[src/rtl/assert_macros.svh]
// ----------------------------------------------------------------------------
// assertion macros
// shared concurrent assertion forms, clocked on clk and quiet in reset
// ----------------------------------------------------------------------------
`ifndef ASSERT_MACROS_SVH
`define ASSERT_MACROS_SVH

// same-cycle implication
`define CHK_IMPL(label, ante, cons) \
	label: assert property (@(posedge clk) disable iff (!arst_n) (ante) |-> (cons)) \
		else $error("assertion failed");

// next-cycle implication
`define CHK_NEXT(label, ante, cons) \
	label: assert property (@(posedge clk) disable iff (!arst_n) (ante) |=> (cons)) \
		else $error("assertion failed");

`endif

[src/rtl/cbcw_pkg.sv]
// ----------------------------------------------------------------------------
// cbcw_pkg
// widths, constants and types shared by the cubic window block
// ----------------------------------------------------------------------------
package cbcw_pkg;

	localparam int WINDOW_BITS = 20;
	localparam int FRAC_BITS   = 10;
	localparam int REG_FRAC    = 10;
	localparam int THRESH_BITS = WINDOW_BITS + FRAC_BITS;
	localparam int C_BITS      = 16;
	localparam int BETA_BITS   = 10;
	localparam int TIME_BITS   = 32;
	localparam int K_BITS      = 25;
	localparam int KIDX_BITS   = 5;
	localparam int MUL_W       = 96;
	localparam int MUL_B       = 32;
	localparam int DIGIT       = 8;

	localparam logic [WINDOW_BITS-1:0] WIN_MAX   = '1;
	localparam logic [K_BITS-1:0]      D_CAP     = K_BITS'(1) << 24;
	localparam logic [MUL_B-1:0]       NS_PER_S  = 32'd1000000000;
	localparam logic [THRESH_BITS-1:0] THRESH_MIN = THRESH_BITS'(1) << FRAC_BITS;

	// register indexes
	localparam logic [1:0] REG_CUBIC_C = 2'd0;
	localparam logic [1:0] REG_BETA    = 2'd1;
	localparam logic [1:0] REG_SSTHR   = 2'd2;

	// reset values
	localparam logic [C_BITS-1:0]      CUBIC_C_RST = 16'd410;
	localparam logic [BETA_BITS-1:0]   BETA_RST    = 10'd717;
	localparam logic [WINDOW_BITS-1:0] SSTHR_RST   = 20'd10000;

	// phase codes
	localparam logic [1:0] PH_SLOW   = 2'd0;
	localparam logic [1:0] PH_CUBIC  = 2'd1;
	localparam logic [1:0] PH_FRIEND = 2'd2;
	localparam logic [1:0] PH_LOSS   = 2'd3;

	typedef struct packed {
		logic             start;
		logic [MUL_W-1:0] a;
		logic [MUL_B-1:0] b;
	} mul_req_t;

	typedef struct packed {
		logic             busy;
		logic             done;
		logic [MUL_W-1:0] p;
	} mul_rsp_t;

	function automatic logic [WINDOW_BITS-1:0] inc_sat(input logic [WINDOW_BITS-1:0] v);
		return (v == WIN_MAX) ? WIN_MAX : v + 1'b1;
	endfunction

endpackage

[src/rtl/cbcw_mul.sv]
// ----------------------------------------------------------------------------
// cbcw_mul
// shared multiplier, one 8-bit digit of b per cycle into a 96-bit accumulator
// ----------------------------------------------------------------------------
module cbcw_mul (
	input  logic              clk,
	input  logic              arst_n,
	input  cbcw_pkg::mul_req_t req,
	output cbcw_pkg::mul_rsp_t rsp
);
	import cbcw_pkg::*;

	logic             busy_q;
	logic             done_q;
	logic [MUL_W-1:0] a_q;
	logic [MUL_B-1:0] b_q;
	logic [MUL_W-1:0] acc_q;
	logic [MUL_W-1:0] part;

	assign part = a_q * MUL_W'(b_q[DIGIT-1:0]);

	always_ff @(posedge clk or negedge arst_n) begin
		if (!arst_n) begin
			busy_q <= 1'b0;
			done_q <= 1'b0;
		end else begin
			done_q <= 1'b0;
			if (req.start) begin
				busy_q <= 1'b1;
			end else if (busy_q && (b_q >> DIGIT) == '0) begin
				busy_q <= 1'b0;
				done_q <= 1'b1;
			end
		end
	end

	always_ff @(posedge clk) begin
		if (req.start) begin
			a_q   <= req.a;
			b_q   <= req.b;
			acc_q <= '0;
		end else if (busy_q) begin
			acc_q <= acc_q + part;
			a_q   <= a_q << DIGIT;
			b_q   <= b_q >> DIGIT;
		end
	end

	assign rsp.busy = busy_q;
	assign rsp.done = done_q;
	assign rsp.p    = acc_q;

endmodule

[src/rtl/cubic_congestion_window.sv]
// ----------------------------------------------------------------------------
// cubic_congestion_window
// cubic congestion window update, one event item in, one result item out
// ----------------------------------------------------------------------------
// Each accepted item is one event: a data arrival or a timeout, with a
// millisecond time stamp. The block holds the window, the slow start
// threshold, the last maximum window, the epoch start and an ack tally, and
// returns the window after the event with its phase. All products go through
// one shared 96-bit by 8-bit multiplier that takes one byte of its second
// operand per cycle, run under a small sequencer; in_stall is high from accept
// until the result is loaded into the output register. An arrival in
// congestion avoidance runs a 25-step bisection for K, each step three
// multiplies, then up to four more multiplies for the target compare. The
// output register lets a new item be accepted while the previous result
// still waits on out_stall.
// ----------------------------------------------------------------------------
`include "assert_macros.svh"

module cubic_congestion_window (
	input  logic                               clk,
	input  logic                               arst_n,
	input  logic                               in_valid,
	output logic                               in_stall,
	input  logic                               func,
	input  logic [31:0]                        now_ms,
	output logic                               out_valid,
	input  logic                               out_stall,
	output logic [cbcw_pkg::WINDOW_BITS-1:0]   window,
	output logic [1:0]                         phase,
	input  logic                               cfg_we,
	input  logic [1:0]                         cfg_index,
	input  logic [cbcw_pkg::WINDOW_BITS-1:0]   cfg_data
);
	import cbcw_pkg::*;

	// sequencer states
	localparam logic [4:0] S_IDLE   = 5'd0;
	localparam logic [4:0] S_DECIDE = 5'd1;
	localparam logic [4:0] S_WAIT   = 5'd2;
	localparam logic [4:0] S_TOFIN  = 5'd3;
	localparam logic [4:0] S_NB     = 5'd4;
	localparam logic [4:0] S_NC     = 5'd5;
	localparam logic [4:0] S_ND     = 5'd6;
	localparam logic [4:0] S_KA     = 5'd7;
	localparam logic [4:0] S_KB     = 5'd8;
	localparam logic [4:0] S_KC     = 5'd9;
	localparam logic [4:0] S_KD     = 5'd10;
	localparam logic [4:0] S_TT     = 5'd11;
	localparam logic [4:0] S_SA     = 5'd12;
	localparam logic [4:0] S_SB     = 5'd13;
	localparam logic [4:0] S_SC     = 5'd14;
	localparam logic [4:0] S_SD     = 5'd15;
	localparam logic [4:0] S_APPLY  = 5'd16;
	localparam logic [4:0] S_OUT    = 5'd17;

	// configuration
	logic [C_BITS-1:0]      cubic_c_q;
	logic [BETA_BITS-1:0]   beta_q;

	// window state
	logic [WINDOW_BITS-1:0] cur_window_q;
	logic [THRESH_BITS-1:0] slow_thresh_q;
	logic [WINDOW_BITS-1:0] max_window_q;
	logic [TIME_BITS-1:0]   epoch_start_q;
	logic                   epoch_active_q;
	logic [WINDOW_BITS-1:0] ack_tally_q;

	// sequencer and working registers
	logic [4:0]             state_q;
	logic [4:0]             ret_q;
	logic                   func_q;
	logic [TIME_BITS-1:0]   now_q;
	logic [MUL_W-1:0]       n_q;       // max_window*(1024-beta)*1e9
	logic [MUL_W-1:0]       s_q;       // |cur-max|*1024*1e9
	logic [K_BITS-1:0]      k_q;
	logic [KIDX_BITS-1:0]   bit_q;
	logic [K_BITS-1:0]      d_q;
	logic                   dir_lt_q;  // past K: friendly when c*d^3 below
	logic                   friendly_q;
	logic [1:0]             res_phase_q;

	// output register
	logic                   out_valid_q;
	logic [WINDOW_BITS-1:0] window_q;
	logic [1:0]             phase_q;

	mul_req_t mul_req;
	mul_rsp_t mul_rsp;

	logic [K_BITS-1:0]      cand;
	logic [TIME_BITS-1:0]   t_el;
	logic [TIME_BITS-1:0]   dk;
	logic [K_BITS-1:0]      d_new;
	logic [WINDOW_BITS-1:0] tally_inc;
	logic [WINDOW_BITS-1:0] to_window;
	logic [THRESH_BITS-1:0] to_thresh;

	assign cand      = k_q | (K_BITS'(1) << bit_q);
	assign t_el      = now_q - epoch_start_q;
	assign dk        = (t_el < TIME_BITS'(k_q)) ? TIME_BITS'(k_q) - t_el
		: t_el - TIME_BITS'(k_q);
	assign d_new     = (dk > TIME_BITS'(D_CAP)) ? D_CAP : dk[K_BITS-1:0];
	assign tally_inc = inc_sat(ack_tally_q);
	// timeout product window*beta; threshold keeps it in Q.10 since both scales match
	assign to_window = (mul_rsp.p[THRESH_BITS-1:REG_FRAC] == '0) ? WINDOW_BITS'(1)
		: mul_rsp.p[THRESH_BITS-1:REG_FRAC];
	assign to_thresh = (mul_rsp.p[THRESH_BITS-1:0] < THRESH_MIN) ? THRESH_MIN
		: mul_rsp.p[THRESH_BITS-1:0];

	// multiplier requests issued by the sequencer
	always_comb begin
		mul_req = '0;
		unique case (state_q)
			S_DECIDE: begin
				mul_req.start = func_q;
				mul_req.a     = MUL_W'(cur_window_q);
				mul_req.b     = MUL_B'(beta_q);
			end
			S_NB: begin
				mul_req.start = 1'b1;
				mul_req.a     = MUL_W'(max_window_q);
				mul_req.b     = MUL_B'(11'd1024 - 11'(beta_q));
			end
			S_NC: begin
				mul_req.start = 1'b1;
				mul_req.a     = mul_rsp.p;
				mul_req.b     = NS_PER_S;
			end
			S_KA: begin
				mul_req.start = 1'b1;
				mul_req.a     = MUL_W'(cand);
				mul_req.b     = MUL_B'(cand);
			end
			S_KB: begin
				mul_req.start = 1'b1;
				mul_req.a     = mul_rsp.p;
				mul_req.b     = MUL_B'(cand);
			end
			S_KC, S_SC: begin
				mul_req.start = 1'b1;
				mul_req.a     = mul_rsp.p;
				mul_req.b     = MUL_B'(cubic_c_q);
			end
			S_TT: begin
				// window gap scaled by 1024*1e9
				mul_req.start = 1'b1;
				mul_req.a     = (t_el < TIME_BITS'(k_q))
					? MUL_W'({max_window_q - cur_window_q, 10'b0})
					: MUL_W'({cur_window_q - max_window_q, 10'b0});
				mul_req.b     = NS_PER_S;
				if (t_el < TIME_BITS'(k_q)) begin
					if (max_window_q < cur_window_q) mul_req.start = 1'b0;
				end else begin
					if (cur_window_q <= max_window_q) mul_req.start = 1'b0;
				end
			end
			S_SA: begin
				mul_req.start = 1'b1;
				mul_req.a     = MUL_W'(d_q);
				mul_req.b     = MUL_B'(d_q);
			end
			S_SB: begin
				mul_req.start = 1'b1;
				mul_req.a     = mul_rsp.p;
				mul_req.b     = MUL_B'(d_q);
			end
			default: mul_req = '0;
		endcase
	end

	cbcw_mul u_mul (
		.clk    (clk),
		.arst_n (arst_n),
		.req    (mul_req),
		.rsp    (mul_rsp)
	);

	// control and state registers
	always_ff @(posedge clk or negedge arst_n) begin
		if (!arst_n) begin
			state_q        <= S_IDLE;
			ret_q          <= S_IDLE;
			cubic_c_q      <= CUBIC_C_RST;
			beta_q         <= BETA_RST;
			cur_window_q   <= WINDOW_BITS'(1);
			slow_thresh_q  <= {SSTHR_RST, FRAC_BITS'(0)};
			max_window_q   <= '0;
			epoch_start_q  <= '0;
			epoch_active_q <= 1'b0;
			ack_tally_q    <= '0;
			out_valid_q    <= 1'b0;
			n_q            <= '0;
			s_q            <= '0;
			k_q            <= '0;
			bit_q          <= '0;
			d_q            <= '0;
			dir_lt_q       <= 1'b0;
			friendly_q     <= 1'b0;
			res_phase_q    <= PH_SLOW;
		end else begin
			if (out_valid_q && !out_stall && state_q != S_OUT) out_valid_q <= 1'b0;

			if (cfg_we) begin
				unique case (cfg_index)
					REG_CUBIC_C: cubic_c_q <= cfg_data[C_BITS-1:0];
					REG_BETA:    beta_q    <= cfg_data[BETA_BITS-1:0];
					REG_SSTHR:   slow_thresh_q <= {cfg_data, FRAC_BITS'(0)};
					default:     ;
				endcase
			end

			unique case (state_q)
				S_IDLE: begin
					if (in_valid) state_q <= S_DECIDE;
				end
				S_DECIDE: begin
					if (func_q) begin
						ret_q   <= S_TOFIN;
						state_q <= S_WAIT;
					end else if ({cur_window_q, FRAC_BITS'(0)} < slow_thresh_q) begin
						cur_window_q <= inc_sat(cur_window_q);
						res_phase_q  <= PH_SLOW;
						state_q      <= S_OUT;
					end else begin
						// open a new epoch on the first avoidance arrival
						if (!epoch_active_q) begin
							epoch_active_q <= 1'b1;
							epoch_start_q  <= now_q;
							if (max_window_q < cur_window_q) max_window_q <= cur_window_q;
						end
						state_q <= S_NB;
					end
				end
				S_WAIT: begin
					if (mul_rsp.done) state_q <= ret_q;
				end
				S_TOFIN: begin
					max_window_q   <= cur_window_q;
					cur_window_q   <= to_window;
					slow_thresh_q  <= to_thresh;
					ack_tally_q    <= '0;
					epoch_active_q <= 1'b0;
					res_phase_q    <= PH_LOSS;
					state_q        <= S_OUT;
				end
				S_NB: begin
					ret_q   <= S_NC;
					state_q <= S_WAIT;
				end
				S_NC: begin
					ret_q   <= S_ND;
					state_q <= S_WAIT;
				end
				S_ND: begin
					n_q     <= mul_rsp.p;
					k_q     <= '0;
					bit_q   <= KIDX_BITS'(K_BITS - 1);
					state_q <= S_KA;
				end
				S_KA: begin
					ret_q   <= S_KB;
					state_q <= S_WAIT;
				end
				S_KB: begin
					ret_q   <= S_KC;
					state_q <= S_WAIT;
				end
				S_KC: begin
					ret_q   <= S_KD;
					state_q <= S_WAIT;
				end
				S_KD: begin
					// keep the candidate bit when c*cand^3 fits under n
					if (mul_rsp.p <= n_q) k_q <= cand;
					if (bit_q == '0) begin
						state_q <= S_TT;
					end else begin
						bit_q   <= bit_q - 1'b1;
						state_q <= S_KA;
					end
				end
				S_TT: begin
					d_q      <= d_new;
					dir_lt_q <= !(t_el < TIME_BITS'(k_q));
					if (mul_req.start) begin
						ret_q   <= S_SA;
						state_q <= S_WAIT;
					end else begin
						// before K above the max, or past K at or below it
						friendly_q <= (t_el < TIME_BITS'(k_q));
						state_q    <= S_APPLY;
					end
				end
				S_SA: begin
					s_q     <= mul_rsp.p;
					ret_q   <= S_SB;
					state_q <= S_WAIT;
				end
				S_SB: begin
					ret_q   <= S_SC;
					state_q <= S_WAIT;
				end
				S_SC: begin
					ret_q   <= S_SD;
					state_q <= S_WAIT;
				end
				S_SD: begin
					friendly_q <= dir_lt_q ? (mul_rsp.p < s_q) : (mul_rsp.p > s_q);
					state_q    <= S_APPLY;
				end
				S_APPLY: begin
					if (friendly_q) begin
						if (tally_inc >= cur_window_q) begin
							cur_window_q <= inc_sat(cur_window_q);
							ack_tally_q  <= '0;
						end else begin
							ack_tally_q  <= tally_inc;
						end
						res_phase_q <= PH_FRIEND;
					end else begin
						cur_window_q <= inc_sat(cur_window_q);
						res_phase_q  <= PH_CUBIC;
					end
					state_q <= S_OUT;
				end
				S_OUT: begin
					// hand over once the output register is free
					if (!out_valid_q || !out_stall) begin
						out_valid_q <= 1'b1;
						state_q     <= S_IDLE;
					end
				end
				default: state_q <= S_IDLE;
			endcase
		end
	end

	// payload registers
	always_ff @(posedge clk) begin
		if (state_q == S_IDLE && in_valid) begin
			func_q <= func;
			now_q  <= now_ms;
		end
		if (state_q == S_OUT && (!out_valid_q || !out_stall)) begin
			window_q <= cur_window_q;
			phase_q  <= res_phase_q;
		end
	end

	assign in_stall  = (state_q != S_IDLE);
	assign out_valid = out_valid_q;
	assign window    = window_q;
	assign phase     = phase_q;

	// window never drops to zero
	`CHK_IMPL(a_window_nonzero, 1'b1, cur_window_q != '0)
	// multiplier only finishes while the sequencer waits on it
	`CHK_IMPL(a_mul_done_in_wait, mul_rsp.done, state_q == S_WAIT)
	// an accepted item holds off the next one
	`CHK_NEXT(a_accept_stalls, in_valid && !in_stall, in_stall)

endmodule

[config.mk]
export PLATFORM = sky130hd
export DESIGN_NAME = cubic_congestion_window
export DESIGN_NICKNAME = d
export VERILOG_FILES = /design/src/rtl/cbcw_pkg.sv /design/src/rtl/cbcw_mul.sv /design/src/rtl/cubic_congestion_window.sv
export VERILOG_INCLUDE_DIRS = /design/src /design/src/rtl
export SDC_FILE = /design/constraint.sdc
export NUM_CORES = 2
export LEC_CHECK = 0
export BUFFER_PORTS_ARGS = -buffer_cell sky130_fd_sc_hd__buf_4
export CAP_MARGIN = 20
export CORE_AREA = 2 2 401 403
export DETAILED_ROUTE_END_ITERATION = 8
export DIE_AREA = 0 0 403 405
export MAX_ROUTING_LAYER = met4
export PLACE_DENSITY = 0.62
export SYNTH_ARGS = -nofsm -noshare
export SYNTH_HDL_FRONTEND = slang
export SYNTH_SLANG_ARGS = --single-unit
[constraint.sdc]
create_clock -name clk -period 9 [get_ports clk]
set_input_delay 0 -clock clk [delete_from_list [all_inputs] [get_ports clk]]
set_output_delay 0 -clock clk [all_outputs]
set_load 0.02 [all_outputs]
---- Word-level counts from Yosys, hierarchy flattened ----
Cells that the tools add are included.
operators by class
  $add $sub $neg .......................... 10
  multipliers ............................. 1
  magnitude comparators ................... 10
  equality and inequality tests ........... 37
  shifts and indexed selects .............. 1
  muxes and demuxes ....................... 63
  bitwise logic cells ..................... 4
  reduce and logical (&&, ||, !) cells .... 42
operators with widths
  operator                                                                 number
  129-bit one-hot mux with 9 select lines                                  1
  20-bit 2-to-1 mux                                                        13
  96-bit 2-to-1 mux                                                        2
  30-bit 2-to-1 mux                                                        5
  5-bit one-hot mux with 10 select lines                                   2
  96-bit adder                                                             1
  96-bit > comparator                                                      1
  96-bit less-or-equal comparator                                          1
  96-bit < comparator                                                      1
  96-bit by 8-bit multiplier with 96-bit output                            1
  32-bit 2-to-1 mux                                                        3
  20-bit one-hot mux with 2 select lines                                   2
  20-bit one-hot mux with 3 select lines                                   1
  25-bit 2-to-1 mux                                                        2
  25-bit one-hot mux with 2 select lines                                   1
  5-bit 2-to-1 mux                                                         9
  20-bit by 1-bit adder with 20-bit output (second input constant)         2
  20-bit == test (second input constant)                                   2
  5-bit by 4-bit == test with 1-bit output (second input constant)         8
  20-bit subtractor                                                        2
  32-bit by 25-bit > comparator with 1-bit output (second input constant)  1
  32-bit zero test                                                         1
  32-bit by 25-bit < comparator with 1-bit output                          1
  25-bit by 32-bit subtractor with 32-bit output                           1
  other kinds (44)                                                         104
storage, ports and cells
  flip-flop bits (word level) ............. 692
  bits of input ports ..................... 60
  output and inout port bits .............. 24
  logic and storage cells ................. 196

---- Longest topological paths before layout ----
  depth after elaboration ................. 6
  depth in mapped cells ................... 28
  mapped depth without buffers ............ 26

---- Cells and area by module ----
A second synthesis with hierarchy kept.
second synthesis, totals
  cell total of the unflattened synthesis .. 7376
  area total of the unflattened synthesis .. 66625.1 sq um
by module, submodules not included
  module                   instances  cells each  area each (sq um)  seq. area each (sq um)
  cbcw_mul                 1          3658        34393.0            5815.6
  cubic_congestion_window  1          3718        32232.2            11932.7

---- Worst setup path after synthesis ----
Ideal clock, no wire load.
  path type ............................... reg-to-reg
  from .................................... register now_q[0]
  to ...................................... register u_mul.a_q[0], enable pin
  library setup time ...................... 0.474 ns
  arrival ................................. 7.077 ns
  required time ........................... 8.526 ns
  setup slack ............................. 1.448 ns
  cell stages (with the launch flop) ...... 28
  path buffers ............................ 3
  cell sequence ........................... edfxtp_1 -> inv_1 -> ha_1 -> inv_1 -> fa_1 -> a211oi_1 -> o21a_1 -> nor3_1 -> nor2_1 -> nand2_1 -> a31oi_1 -> xnor2_1 -> ha_1 -> clkbuf_1 -> a21o_1 -> a21oi_1 -> o31ai_1 -> a2111o_1 -> nand2_1 -> nand3_2 -> and4bb_1 -> buf_4 -> a21oi_1 -> nor3_2 -> or2_0 -> buf_2 -> nor2_1 -> inv_1
on the way
  longest elaborated chain between the ends .. 5
ends and longest elaborated chain
  item                                             RTL line                        RTL
  from (decl)                                      cubic_congestion_window.sv:72   logic [TIME_BITS-1:0] now_q;
  from (signal assigned)                           cubic_congestion_window.sv:342  now_q <= now_ms;
  32-bit subtractor                                cubic_congestion_window.sv:99   assign t_el = now_q - epoch_start_q;
  32-bit by 25-bit < comparator with 1-bit output  cubic_congestion_window.sv:151  if (t_el < TIME_BITS'(k_q)) begin
  1-bit 2-to-1 mux                                 cubic_congestion_window.sv:151
  129-bit one-hot mux with 9 select lines          cubic_congestion_window.sv:113  unique case (state_q)
  2-bit nonzero test (no source line)              --
  to (signal assigned)                             cbcw_mul.sv:39                  a_q <= req.a;
  to (signal assigned)                             cbcw_mul.sv:44                  a_q <= a_q << DIGIT;
  to (decl)                                        cbcw_mul.sv:15                  logic [MUL_W-1:0] a_q;
No other way between the ends.
A chain may end at the register's enable or synchronous reset.

---- Final worst setup path ----
  from .................................... register u_mul.b_q[1]
  to ...................................... register u_mul.acc_q[88]
on the way
  longest elaborated chain between the ends .. 2
ends and longest elaborated chain
  item                                           RTL line        RTL
  from (decl)                                    cbcw_mul.sv:16  logic [MUL_B-1:0] b_q;
  from (signal assigned)                         cbcw_mul.sv:40  b_q <= req.b;
  from (signal assigned)                         cbcw_mul.sv:45  b_q <= b_q >> DIGIT;
  96-bit by 8-bit multiplier with 96-bit output  cbcw_mul.sv:20  assign part = a_q * MUL_W'(b_q[DIGIT-1:0]);
  96-bit adder                                   cbcw_mul.sv:43  acc_q <= acc_q + part;
  to (signal assigned)                           cbcw_mul.sv:43
  to (decl)                                      cbcw_mul.sv:17  logic [MUL_W-1:0] acc_q;
No other way between the ends.

==> results.toml <==
[run_status]
status = "completed"

[yosys]
yosys-top-cells-area = "fa_1 20%, dfrtp_1 15%, ha_1 9.0%, edfxtp_1 8.2%, nand2_1 5.7%"
synth_top_area_share_pct = 19.8
ys_seq_area_share_pct = 27.2
synthMuxAreaShare_pct = 2.66
postSynthCellCount = 7176
yosys.area_share.simple_pct = 15.1
yosysMostFrequentCell = "nand2_1"
async_flop_share_pct = 60.1
synth_cell_type_count = 98
synthAdderAreaFrac_pct = 28.8
synth_nets = 8341
synth_edf_count = 177
synth_area_um2 = 64600
ys_warn_count = 0
synth_compound_area_share_pct = 15.7
avgSynthCellArea_um2 = 9.01
synth_flop_cell = "dfrtp_1"
yosys.area.top_type = "fa_1"
synth_top_family_by_area = "adder cells"
ys_ff_latch = 685
yosys.area_share.xor_xnor_pct = 2.63
synth_common_cells = "983 x nand2_1, 888 x inv_1, 639 x fa_1"

[placed_design]
routabilityCongestion = 0.945
hpwl_mm = 143
port_buffers = 83

[grt]
grt_pass1_wl_mm = 306
grt_max_degree = 217
grt.overflow.total = 0
antenna_found_initial = 1
grt_usage_pct = 24.6
grt_pass1_vias = 52100

[timing]
setup_viol = 0
tns_ps = 0
hold_viol = 0
clock-skew-final_ps = 56.0
finalCritPeriodShare_pct = 90.6
layout_min_cycle_time_ps = 8150
worst_pin_slew_ps = 1090
grt_setup_unrepaired = "false"
max_freq_mhz = 123
max-slew-margin-rel_pct = 26.5
drv_slew = 0

[routing]
antenna_left = 0
num_vias = 51100
dr.pass1.iters = 7
viasPerCell = 5.54
wl_mm = 192
post_drt_wl_per_cell_um = 20.8
drc = 0
drt_iter0_drc = 4325

[critical_path]
start_kind = "register"
endpoint_kind = "register"
cpMaxStageDelayCell = "edfxtp_1"
critPathLaunch = "u_mul.b_q[1]"
slowest_delay_ps = 850
crit_path_cell_trace = "buf_4, nand2_1, fa_1, inv_1, fa_1, fa_1, fa_1, ha_1, a21oi_1, o21ai_0, or2_2, nor4b_1, o31a_1, o221ai_1, a41oi_1, nor3_1, nor3_1, a211oi_1, a311oi_1, o21bai_1, xnor2_1, o2bb2ai_1"
worst_path_most_repeated_cell = "fa_1"
worst-path-max-fanout = 32
r2r_slack_ps = 850
cp_data_required_time_ps = 9570
crit_arrival_ps = 8720
critPathKind = "register to register"
rr_startpoint = "u_mul.b_q[1]"

[clocking]
cts_tree = "yes"
root_buffer = "clkbuf_16"
clk-insertion-delay-late_ps = 720
cts_setup_buffers = 0
clkTransAtPathRegs_ps = 60
cts_buffers = 83
cts.path.max_buffers = 3
clkSinkCount = 685
cts_max_level = 3

[layout]
synthToLayoutAreaGrowth_pct = 9.38
finalNetCount = 8243
fill_cells = 15500
drive_above_1_share_pct = 6.52

[worst_hold_path]
min_from = "now_ms[8]"
hp-class = "input pin to register"

[floorplanning]
start_util_pct = 40.6
die_h_um = 405
die_w_um = 403
num_io_pins = 84
num_rows = 147
core_area_um2 = 159000
die-area_um2 = 163000

[flow_run]
maxCapViolCount = 0
## registers in the layout, indices dropped and copies added, names as in the netlist, 25 cells and up
signal         cells
u_mul.a_q         96
u_mul.b_q         26
s_q               96
epoch_start_q     32
now_q             32
u_mul.acc_q       96
d_q               25
slow_thresh_q     30
k_q               25
n_q               96
## cells by family after synthesis
| family | Yosys count |
|---|---|
| multiplexers | 164 |
| adder cells (fa/ha/maj) | 1105 |
| XOR/XNOR | 194 |
| AND/OR/NAND/NOR | 2094 |
| buffers and inverters | 1331 |
| AO/OA/AOI/OAI | 1603 |
| flip-flops | 685 |
## cells in the final DEF (no fill, tap or decap), drive strengths merged, types with 26 or more instances in the layout
cell type	synthesis	layout
a21oi	424	424
mux2i	103	103
a222oi	26	26
clkbuf	315	119
and3	42	42
fa	639	639
o21bai	36	36
a211oi	30	30
edfxtp	177	177
a21o	223	223
dfrtp	395	395
nand4	103	103
xor2	71	71
ha	466	466
and2	298	298
xnor2	123	123
o21a	45	45
o21ai	477	477
nor3	58	58
a22o	84	84
inv	888	891
nor2b	61	61
mux2	61	61
nand3	63	63
nor4	31	31
dfxtp	96	96
nand2b	49	49
a31oi	59	59
buf	128	174
dlygate4sd3	0	86
nor2	335	335
nand2	984	984
## area by class of cell
class                      instances  area (µm²)  share of cell area [%]
tap                             2086        2610                    3.69
inverter                         888        3340                    4.72
antenna                            2        5.00                 0.00708
clock buffer                     119        2420                    3.42
multi-input combinational       5160       42100                    59.5
clock inverter                    37         417                   0.589
timing repair buffer             260        2260                    3.19
sequential                       685       17600                    24.8
## final timing paths
path | endpoint | cells after the start
worst min-delay path | now_q[8] | 2
worst max-delay path | u_mul.acc_q[88] | 22
max in group asynchronous | u_mul.busy_q | 4
worst max register to register | u_mul.acc_q[88] | 22
worst min register to register | phase[1] | 0
min in group asynchronous | cubic_c_q[8] | 3
## metrics by stage
step                      setup WS [ps]  hold WS, ps  cells  utilization, %  area [µm²]
after detailed placement            932         57.2   8989            42.0       66900
after floorplan                    1450         -296   7176               -       64600
after CTS                           928         3.41   9232            44.4       70700
final                               847         30.7   9237            44.4       70700
after global routing                443         11.4   9236            44.4       70700
after global placement             1040         56.9   8989            42.0       66900
## layer usage
layer  GRT usage, %  vias to the layer above  wire [µm]
li1               -                    23700          -
met1           33.1                    25400      84700
met2           38.8                     1686      89100
met3           3.27                      319      11900
met4           7.25                        0       6410
met5              -                        -          0
## critical path: cells and delay by family, from the launching register on
kind            cells  cell delay, ps
compound gates      9            2710
fa+ha+maj           5            2400
simple gates        5            1260
flops               1             850
buf+inv             2             610
xor+xnor            1             180
## repair_timing
action                                  CTS  global route
hold buffers                             87             0
endpoints found under the setup margin    0             0
gates resized for setup                   0             0
hold endpoints to repair                248             0
Power is left out: the tool's default activity adds up to more than one toggle a clock period on the data nets, which glitch-free logic cannot reach.
